--- config.mk ---
export PLATFORM = sky130hd
export DESIGN_NAME = sexpr_lexer
export DESIGN_NICKNAME = d
export VERILOG_FILES = /design/src/design/sxl_pkg.sv /design/src/design/sxl_step.sv /design/src/design/sxl_fifo.sv /design/src/design/sexpr_lexer.sv
export SDC_FILE = /design/constraint.sdc
export NUM_CORES = 1
export LEC_CHECK = 0
export BUFFER_PORTS_ARGS = -buffer_cell sky130_fd_sc_hd__buf_2
export CAP_MARGIN = 20
export CORE_MARGIN = 8
export CORE_UTILIZATION = 39
export DETAILED_ROUTE_END_ITERATION = 10
export PLACE_DENSITY_LB_ADDON = 0.08
export SLEW_MARGIN = 20
export SYNTH_ARGS = -nofsm -noshare
export SYNTH_HDL_FRONTEND = slang
export SYNTH_SLANG_ARGS = --single-unit
--- constraint.sdc ---
create_clock -name clk_i -period 3.59 [get_ports clk_i]
set_input_delay 0.1795 -clock clk_i [delete_from_list [all_inputs] [get_ports clk_i]]
set_output_delay 0.1795 -clock clk_i [all_outputs]
set_load 0.05 [all_outputs]
--- src/design/sxl_pkg.sv ---
`timescale 1ns / 1ps
// Shared types and constants for the S-expression lexer.
// No dependencies; imported by every module of the block.
package sxl_pkg;

  typedef enum logic [2:0] {
    EV_SYM_BYTE   = 3'd0,
    EV_STR_BYTE   = 3'd1,
    EV_SYM_END    = 3'd2,
    EV_STR_END    = 3'd3,
    EV_LBRACKET   = 3'd4,
    EV_RBRACKET   = 3'd5,
    EV_APOSTROPHE = 3'd6
  } event_e;

  localparam logic [7:0] CH_LPAREN  = 8'h28;
  localparam logic [7:0] CH_RPAREN  = 8'h29;
  localparam logic [7:0] CH_APOS    = 8'h27;
  localparam logic [7:0] CH_SEMI    = 8'h3B;
  localparam logic [7:0] CH_QUOTE   = 8'h22;
  localparam logic [7:0] CH_BSLASH  = 8'h5C;
  localparam logic [7:0] CH_NEWLINE = 8'h0A;
  localparam logic [7:0] CH_SPACE   = 8'h20;
  localparam logic [7:0] CH_TAB     = 8'h09;
  localparam logic [7:0] CH_CR      = 8'h0D;

  // Result queue slots; keep a power of two, the queue pointers wrap by overflow
  localparam int QueueDepth = 4;

  // Lexer context carried from one item to the next
  typedef struct packed {
    logic in_string;
    logic escape_pending;
    logic in_comment;
    logic symbol_open;
  } lex_state_t;

  // One token event as it leaves the block
  typedef struct packed {
    event_e     ev;
    logic [7:0] content;
    logic       last;
  } token_t;

  // Events produced by one item: up to two, first in order
  typedef struct packed {
    logic [1:0] count;
    token_t     first;
    token_t     second;
  } step_out_t;

endpackage

--- src/design/sxl_step.sv ---
`timescale 1ns / 1ps
// Per-byte classification: next lexer context and up to two token events.
// Depends on sxl_pkg.
module sxl_step import sxl_pkg::*; (
  input  lex_state_t state_i,
  input  logic [7:0] char_i,
  output lex_state_t state_o,
  output step_out_t  res_o
);

  logic is_white;
  logic is_delim;

  assign is_white = ((char_i >= CH_TAB) && (char_i <= CH_CR)) || (char_i == CH_SPACE);
  assign is_delim = (char_i == CH_LPAREN) || (char_i == CH_RPAREN) || (char_i == CH_APOS) ||
                    (char_i == CH_SEMI) || (char_i == CH_QUOTE) || is_white;

  always_comb begin
    token_t     own;
    logic       has_own;
    state_o = state_i;
    res_o   = '0;
    own     = '0;
    has_own = 1'b0;

    if (state_i.in_string) begin
      if (state_i.escape_pending) begin
        state_o.escape_pending = 1'b0;
        res_o.count = 2'd1;
        res_o.first = '{ev: EV_STR_BYTE, content: char_i, last: 1'b1};
      end else if (char_i == CH_BSLASH) begin
        state_o.escape_pending = 1'b1;
      end else if (char_i == CH_QUOTE) begin
        state_o.in_string = 1'b0;
        res_o.count = 2'd1;
        res_o.first = '{ev: EV_STR_END, content: 8'h00, last: 1'b1};
      end else begin
        res_o.count = 2'd1;
        res_o.first = '{ev: EV_STR_BYTE, content: char_i, last: 1'b1};
      end
    end else if (state_i.in_comment) begin
      if (char_i == CH_NEWLINE) begin
        state_o.in_comment = 1'b0;
      end
    end else if (is_delim) begin
      if (char_i == CH_LPAREN) begin
        has_own = 1'b1;
        own = '{ev: EV_LBRACKET, content: 8'h00, last: 1'b1};
      end else if (char_i == CH_RPAREN) begin
        has_own = 1'b1;
        own = '{ev: EV_RBRACKET, content: 8'h00, last: 1'b1};
      end else if (char_i == CH_APOS) begin
        has_own = 1'b1;
        own = '{ev: EV_APOSTROPHE, content: 8'h00, last: 1'b1};
      end else if (char_i == CH_SEMI) begin
        state_o.in_comment = 1'b1;
      end else if (char_i == CH_QUOTE) begin
        state_o.in_string      = 1'b1;
        state_o.escape_pending = 1'b0;
      end
      // close an open symbol ahead of the delimiter's own event
      if (state_i.symbol_open) begin
        state_o.symbol_open = 1'b0;
        res_o.first = '{ev: EV_SYM_END, content: 8'h00, last: !has_own};
        res_o.second = own;
        res_o.count = has_own ? 2'd2 : 2'd1;
      end else begin
        res_o.first = own;
        res_o.count = has_own ? 2'd1 : 2'd0;
      end
    end else begin
      state_o.symbol_open = 1'b1;
      res_o.count = 2'd1;
      res_o.first = '{ev: EV_SYM_BYTE, content: char_i, last: 1'b1};
    end
  end

endmodule

--- src/design/sxl_fifo.sv ---
`timescale 1ns / 1ps
// Result queue: takes up to two token events per cycle, hands out one each cycle it is popped.
// Depends on sxl_pkg.
module sxl_fifo import sxl_pkg::*; (
  input  logic      clk_i,
  input  logic      rst_ni,
  input  step_out_t push_i,
  input  logic      push_en_i,
  output logic      room_o,
  output logic      valid_o,
  input  logic      pop_i,
  output token_t    head_o
);

  localparam int PtrW = $clog2(QueueDepth);
  localparam int CntW = $clog2(QueueDepth + 1);

  token_t            mem_q [QueueDepth];
  logic [PtrW-1:0]   wr_ptr_q, wr_ptr_d;
  logic [PtrW-1:0]   rd_ptr_q, rd_ptr_d;
  logic [CntW-1:0]   count_q, count_d;
  logic [CntW-1:0]   n_push;
  logic              do_pop;
  logic [PtrW-1:0]   wr_next;

  assign do_pop  = pop_i && valid_o;
  assign n_push  = push_en_i ? CntW'(push_i.count) : '0;
  assign wr_next = wr_ptr_q + PtrW'(1);
  assign valid_o = (count_q != '0);
  assign head_o  = mem_q[rd_ptr_q];
  // hold off new items until two slots are free
  assign room_o  = (count_q <= CntW'(QueueDepth - 2));

  always_comb begin
    wr_ptr_d = wr_ptr_q + PtrW'(n_push);
    rd_ptr_d = rd_ptr_q + PtrW'(do_pop);
    count_d  = count_q + n_push - CntW'(do_pop);
  end

  always_ff @(posedge clk_i) begin
    if (push_en_i && (push_i.count != 2'd0)) begin
      mem_q[wr_ptr_q] <= push_i.first;
    end
    if (push_en_i && (push_i.count == 2'd2)) begin
      mem_q[wr_next] <= push_i.second;
    end
  end

  always_ff @(posedge clk_i or negedge rst_ni) begin
    if (!rst_ni) begin
      wr_ptr_q <= '0;
      rd_ptr_q <= '0;
      count_q  <= '0;
    end else begin
      wr_ptr_q <= wr_ptr_d;
      rd_ptr_q <= rd_ptr_d;
      count_q  <= count_d;
    end
  end

endmodule

--- src/design/sexpr_lexer.sv ---
`timescale 1ns / 1ps
// S-expression lexer: turns a byte stream into token events, one byte per cycle unless stalled.
// Top level; depends on sxl_pkg, sxl_step and sxl_fifo.
//
// Each accepted text byte lands in an input register; from there the byte is classified
// against the lexer context (string, escape, comment, open symbol) and, once the queue has
// two free slots, its zero, one or two token events enter a small result queue, from which
// events leave one per cycle while the output is not stalled. A byte's events pass through
// the input register and the result queue before they reach the output. The block takes a
// new byte every cycle while the queue has two free slots. A byte yields two events only
// when a bracket or apostrophe closes a symbol, so the sustained rate is one byte per cycle
// unless the output side is stalled or such closing pairs come faster than the queue drains.
// Symbol and string contents stream out byte by byte; last marks the final event of each
// input byte.
module sexpr_lexer import sxl_pkg::*; (
  input  logic       clk_i,
  input  logic       rst_ni,
  input  logic       in_valid_i,
  output logic       in_stall_o,
  input  logic [7:0] char_in_i,
  output logic       out_valid_o,
  input  logic       out_stall_i,
  output logic [2:0] event_res_o,
  output logic [7:0] content_byte_o,
  output logic       last_o
);

  logic       item_valid_q, item_valid_d;
  logic [7:0] char_q;
  lex_state_t state_q, state_d;
  step_out_t  step_res;
  logic       room;
  logic       fire;
  logic       accept;
  token_t     head;

  sxl_step u_step (
    .state_i (state_q),
    .char_i  (char_q),
    .state_o (state_d),
    .res_o   (step_res)
  );

  sxl_fifo u_fifo (
    .clk_i     (clk_i),
    .rst_ni    (rst_ni),
    .push_i    (step_res),
    .push_en_i (fire),
    .room_o    (room),
    .valid_o   (out_valid_o),
    .pop_i     (!out_stall_i),
    .head_o    (head)
  );

  assign fire         = item_valid_q && room;
  assign in_stall_o   = item_valid_q && !room;
  assign accept       = in_valid_i && !in_stall_o;
  assign item_valid_d = accept || (item_valid_q && !fire);

  assign event_res_o    = head.ev;
  assign content_byte_o = head.content;
  assign last_o         = head.last;

  always_ff @(posedge clk_i) begin
    if (accept) begin
      char_q <= char_in_i;
    end
  end

  always_ff @(posedge clk_i or negedge rst_ni) begin
    if (!rst_ni) begin
      item_valid_q <= 1'b0;
      state_q      <= '0;
    end else begin
      item_valid_q <= item_valid_d;
      if (fire) begin
        state_q <= state_d;
      end
    end
  end

endmodule

* Yosys cells after proc, flatten, opt, wreduce, memory -nomap -nowiden
Memory sizes are Yosys's and may differ from the RTL's. Cells that the tools add are included.
Word-level totals: memories kept 1, flip-flop bits (word level) 20, bits of input ports 12, RAM bits 48
Operators by class: eq/ne operators 14, multiplexer cells 43, reduce and logical (&&, ||, !) cells 27, $lt $le $gt $ge 3, bitwise gates (word level) 2, add/sub/neg operators 5
Memory list:
- u_fifo.mem_q | words 4, bits a word 12, read ports 1, clocked after memory_dff 0, write ports 2, RTL line sxl_fifo.sv:18 | token_t mem_q [QueueDepth];
Operator list (number):
- 12-bit 2-to-1 mux | 6
- 14-bit 2-to-1 mux | 4
- 8-bit by 6-bit == test with 1-bit output, second input constant | 6
- 26-bit 2-to-1 mux | 1
- 1-bit 2-to-1 mux | 20
- 13-bit 2-to-1 mux | 1
- 2-bit 2-to-1 mux | 6
- 3-bit 2-to-1 mux | 4
- 11-bit 2-to-1 mux | 1
- 8-bit by 4-bit == test with 1-bit output, second input constant | 1
- 8-bit by 7-bit == test with 1-bit output, second input constant | 1
- 8-bit by 4-bit greater-or-equal comparator with 1-bit output, second input constant | 1
- 8-bit by 4-bit less-or-equal comparator with 1-bit output, second input constant | 1
- 1-bit logical AND | 8
- 2-bit inequality test, second input constant | 4
- 8-bit AND reduction | 1
- 1-bit logical OR | 7
- 2-bit nonzero test | 3
- 1-bit logical NOT | 5
- 3-bit adder | 1
- 3-bit by 2-bit less-or-equal comparator with 1-bit output, second input constant | 1
- 3-bit AND reduction | 1
- 3-bit nonzero test | 1
- 3-bit by 1-bit subtractor with 3-bit output | 1
- other kinds (7) | 8

* Longest topological paths before layout
depth after elaboration 18, depth in mapped cells 14, mapped depth without buffers 11

* Hierarchy
Synthesis repeated with hierarchy kept, for this count alone.
Unflattened totals: cells, all modules 272, area total of the unflattened synthesis 3809.9 um^2
Modules (own cells, without submodules):
- sxl_fifo | instances 1, seq. area each 1616.6 um^2, cells an instance 163, area each 2782.7 um^2
- sxl_step | instances 1, seq. area each 0.0 um^2, cells an instance 85, area each 565.5 um^2
- sexpr_lexer | instances 1, seq. area each 365.4 um^2, cells an instance 24, area each 461.7 um^2

* Least setup slack after synthesis
Ideal clock, no wire load.
kind register -> register, from register char_q[3], to register u_fifo.count_q[2], period minus slack after synthesis 2784 ps, slack 806 ps, required time 3467 ps, buffers on the path 0, data arrival time 2661 ps, stages on the path, launching flop included 10, cells stage by stage edfxtp_1 > mux2_4 > or3_4 > a21o_4 > a21oi_1 > nand3_1 > ha_1 > fa_1 > xor2_1 > xnor2_1
Between the ends: longest elaborated chain between the ends 15, elaborated cells on any way between the ends 33, those cells by class add/sub: 2; order compare: 2; eq/ne: 7; mux: 15; reduce/logical: 7
Ends and longest elaborated chain:
- start, declared | RTL line sexpr_lexer.sv:29 | logic [7:0] char_q;
- start signal, assigned | RTL line sexpr_lexer.sv:66 | char_q <= char_in_i;
- 8-bit by 6-bit == test with 1-bit output | RTL line sxl_step.sv:15, sxl_step.sv:52
- 1-bit 2-to-1 mux | RTL line sxl_step.sv:52 | end else if (char_i == CH_APOS) begin
- 1-bit 2-to-1 mux | RTL line sxl_step.sv:49 | end else if (char_i == CH_RPAREN) begin
- 1-bit 2-to-1 mux | RTL line sxl_step.sv:46 | if (char_i == CH_LPAREN) begin
- 1-bit 2-to-1 mux | RTL line sxl_step.sv:45 | end else if (is_delim) begin
- 1-bit 2-to-1 mux | RTL line sxl_step.sv:41 | end else if (state_i.in_comment) begin
- 1-bit 2-to-1 mux | RTL line sxl_step.sv:26 | if (state_i.in_string) begin
- 1-bit 2-to-1 mux / 2-bit 2-to-1 mux (equally long branches) | RTL line sxl_step.sv:69, sxl_step.sv:66
- 14-bit 2-to-1 mux | RTL line sxl_step.sv:62 | if (state_i.symbol_open) begin
- 14-bit 2-to-1 mux | RTL line sxl_step.sv:45
- 26-bit 2-to-1 mux | RTL line sxl_step.sv:41
- 14-bit 2-to-1 mux * | RTL line sxl_step.sv:26
- 2-bit 2-to-1 mux * | RTL line sxl_fifo.sv:27 | assign n_push = push_en_i ? CntW'(push_i.count) : '0;
- 3-bit adder * | RTL line sxl_fifo.sv:37 | count_d = count_q + n_push - CntW'(do_pop);
- 3-bit by 1-bit subtractor with 3-bit output * | RTL line sxl_fifo.sv:37
- net u_fifo.count_d[2] | RTL line sxl_fifo.sv:21 | logic [CntW-1:0] count_q, count_d;
- end signal, assigned | RTL line sxl_fifo.sv:57 | count_q <= count_d;
- end, declared | RTL line sxl_fifo.sv:21
The timed path passes the listed nets; every way through them passes the cells marked *. The select of a mux whose other input is x is not followed. A chain may end at the register's enable or synchronous reset.

==> flow_summary.yaml <==
clocking:
  h-tree-depth: 3
  clk_latency_ns: 0.36
  path_clk_slew_ns: 0.08
  numCtsBuffers: 9
  cts_buffer_depth: 2
  cts_tree: "built"
  cts_root_buf: "clkbuf_8"
  cts_sinks: 68
  cts_setup_buffers: 0
floorplan:
  rows: 35
  initial_core_util_pct: 39.8
  core_um2: 9150
  die-area_um2: 12700
  die_width_um: 113
  die_y_um: 113
  io_pins: 26
timing:
  fmax_ghz: 0.323
  final_max_slew_viol_count: 0
  worst_pin_slew_ns: 0.880
  finalSetupViolations: 0
  relSlewSlack_pct: 41.3
  timing.setup.tns_ns: 0
  rsz0062_at_grt: "false"
  skew_ns: 0.0112
  whs_ns: 0.0165
  finalCritPeriodShare_pct: 86.3
  hold_viol: 0
  final_period_minus_worst_setup_slack_ns: 3.10
layout:
  diodes: 0
  drive_above_1_share_pct: 21.9
  layout.nets: 394
  areaGrowthSynthToFinish_pct: 15.5
  mostFrequentLayoutCell: "dfxtp_1"
  final_cell_mix: "32 x dfxtp_1, 26 x a21oi_1, 25 x nand3_1, 25 x o21ai_0, 25 x buf_2"
  fillers: 862
drt:
  finalWirelength_um: 9290
  post_drt_via_cell_ratio: 5.75
  antenna_left: 0
  detail_route.iter0.violations: 108
  dr.pass1.iters: 4
  vias: 2816
  drc_errors: 0
  wl_per_cell_um: 19.0
synthesis:
  yosysUniqueCellTypes: 55
  synthesis.nets: 358
  post_synth.cell_area_avg_um2: 10.8
  netlist_area_um2: 3640
  postSynth.asyncResetShare_pct: 17.6
  synth_seq_cells: 68
  synthFlopType: "dfxtp_1"
  synth-edff-count: 24
  yosysSeqAreaShare_pct: 45.7
  syn_inst: 338
  synth_warnings: 0
run:
  max_cap_violations: 0
setup_path:
  slowest_stage: "edfxtp_1"
  required_ns: 3.64
  critPathTopFamily: "compound AO/OA/AOI/OAI gates"
  critical_path_class: "reg2reg"
  r2r_slack_ns: 0.49
  r2r-start: "char_q[6]"
  end_kind: "flip-flop"
  cp_slowest_stage_delay_ns: 0.55
  cp_data_arrival_time_ns: 3.15
  path_max_fanout: 9
  reg2reg_depth: 7
  r2r-end: "u_fifo.mem_q[2][11]"
  cp_cell_sequence: "nor3_1 -> o211a_1 -> ha_1 -> nand2_1 -> a2111oi_4 -> a21oi_2 -> inv_1"
  startpoint_type: "flip-flop"
  crit_buf_inv: 1
hold_path:
  hold_depth: 2
  min_to: "item_valid_q"
  min_from: "in_valid_i"
  hold_path.class: "in2reg"
outcome:
  status: "finished, final reports clean"
power_and_ir_drop:
  p_sw_share_pct: 44.6
  p_seq_share_pct: 36.1
  clkPwrFrac_pct: 17.7
  p_per_area_nw_per_um2: 912
  netSwitchingPower_w: 0.00171
  p_leak_nw: 1.58
  vdd_drop_max_mv: 0.471
  p_int_w: 0.00213
  combPwrFrac_pct: 46.2
placement:
  post-dp-hpwl_um: 6830
  portBuffers: 25
  gp_congestion: 0.858
global_routing:
  grt_max_degree: 27
  grt_pass1_wl_um: 15200
  grt_pass1_vias: 2728
  grt_usage_pct: 15.2
  antenna_found_initial: 0
  globalRouteOverflowTotal: 0
-- cells in the mapped netlist (all sizes together) (7+ instances only) --
library cell / number / share of area (%)
dfxtp: 32 / 18
a21oi: 30 / 4.5
o21ai: 30 / 4.4
nand3: 25 / 3.4
edfxtp: 24 / 20
nand2: 21 / 2.2
nor2: 20 / 2.1
a32o: 16 / 4.4
inv: 15 / 1.5
buf: 14 / 1.9
dfrtp: 12 / 8.3
mux4: 12 / 7.4
nand4: 12 / 2.2
ha: 7 / 2.4
-- repair_timing --
item / in CTS / in global routing
hold endpoints to repair: 20 / 0
gates resized for setup: 0 / 0
hold buffers: 9 / 0
-- final cells by class --
class | instances | area (um2) | area share [%]
timing repair buffer | 44 | 290 | 6.90
clock inverter | 3 | 22.5 | 0.536
sequential | 68 | 1660 | 39.5
tap | 111 | 139 | 3.30
clock buffer | 13 | 201 | 4.79
inverter | 15 | 56.3 | 1.34
multi-input combinational | 236 | 1830 | 43.6
-- per-layer routing --
metal	GRT usage [%]	routed length, um	vias to the layer above
met1	20.3	4440	1352
met5	0	0	-
met4	5.31	161	0
li1	-	-	1376
met3	3.81	448	18
met2	23.4	4240	70
-- cell families (layout without fill, tap and decap cells) --
family / Yosys count / after routing / share of synthesized area (%)
AOI/OAI and AO/OA: 101 / 101 / 22.1
xor gates and xnor gates: 6 / 6 / 1.44
adders and majority gates: 8 / 8 / 2.96
buffers and inverters: 34 / 75 / 3.95
DFF: 68 / 68 / 45.7
muxes: 13 / 13 / 7.84
and+or+nand+nor: 108 / 108 / 16.1
-- per-stage QoR --
stage / instance area (um2) / setup slack, ns / util [%] / cells / power, W
after global routing: 4210 / 0.251 / 45.9 / 490 / 0.00409
after CTS: 4210 / 0.491 / 45.9 / 490 / 0.00388
final: 4210 / 0.490 / 45.9 / 490 / 0.00384
after detailed placement: 3890 / 0.502 / 42.5 / 465 / 0.00318
after floorplan: 3640 / 0.806 / - / 338 / 0.00275
after global placement: 3890 / 0.535 / 42.5 / 465 / 0.00317
-- worst max-delay path by stage --
| stage | startpoint | end | cells past startpoint |
|---|---|---|---|
| 6_report | char_q[6] | u_fifo.mem_q[2][11] | 7 |
| 3_5_place_dp | char_q[6] | u_fifo.mem_q[2][11] | 7 |
| 2_1_floorplan | char_q[3] | u_fifo.count_q[2] | 9 |
| 4_1_cts | char_q[3] | u_fifo.count_q[2] | 9 |
| 3_3_place_gp | char_q[3] | u_fifo.count_q[2] | 9 |
| 5_1_grt | char_q[6] | u_fifo.mem_q[2][11] | 7 |
-- power by group through the flow --
stage	logic, W	clock network [W]	registers (W)
3_3_place_gp	0.00177	0	0.00140
2_1_floorplan	0.00153	0	0.00122
5_1_grt	0.00192	0.000734	0.00144
6_report	0.00177	0.000680	0.00139
3_5_place_dp	0.00177	0	0.00141
4_1_cts	0.00179	0.000699	0.00139
-- flip-flops by register name, indices dropped and copies added (netlist names) --
register / flops
u_fifo.mem_q: 48
char_q: 8
state_q: 4
u_fifo.count_q: 3
u_fifo.rd_ptr_q: 2
u_fifo.wr_ptr_q: 2
item_valid_q: 1
(Power assumes the default switching activity.)
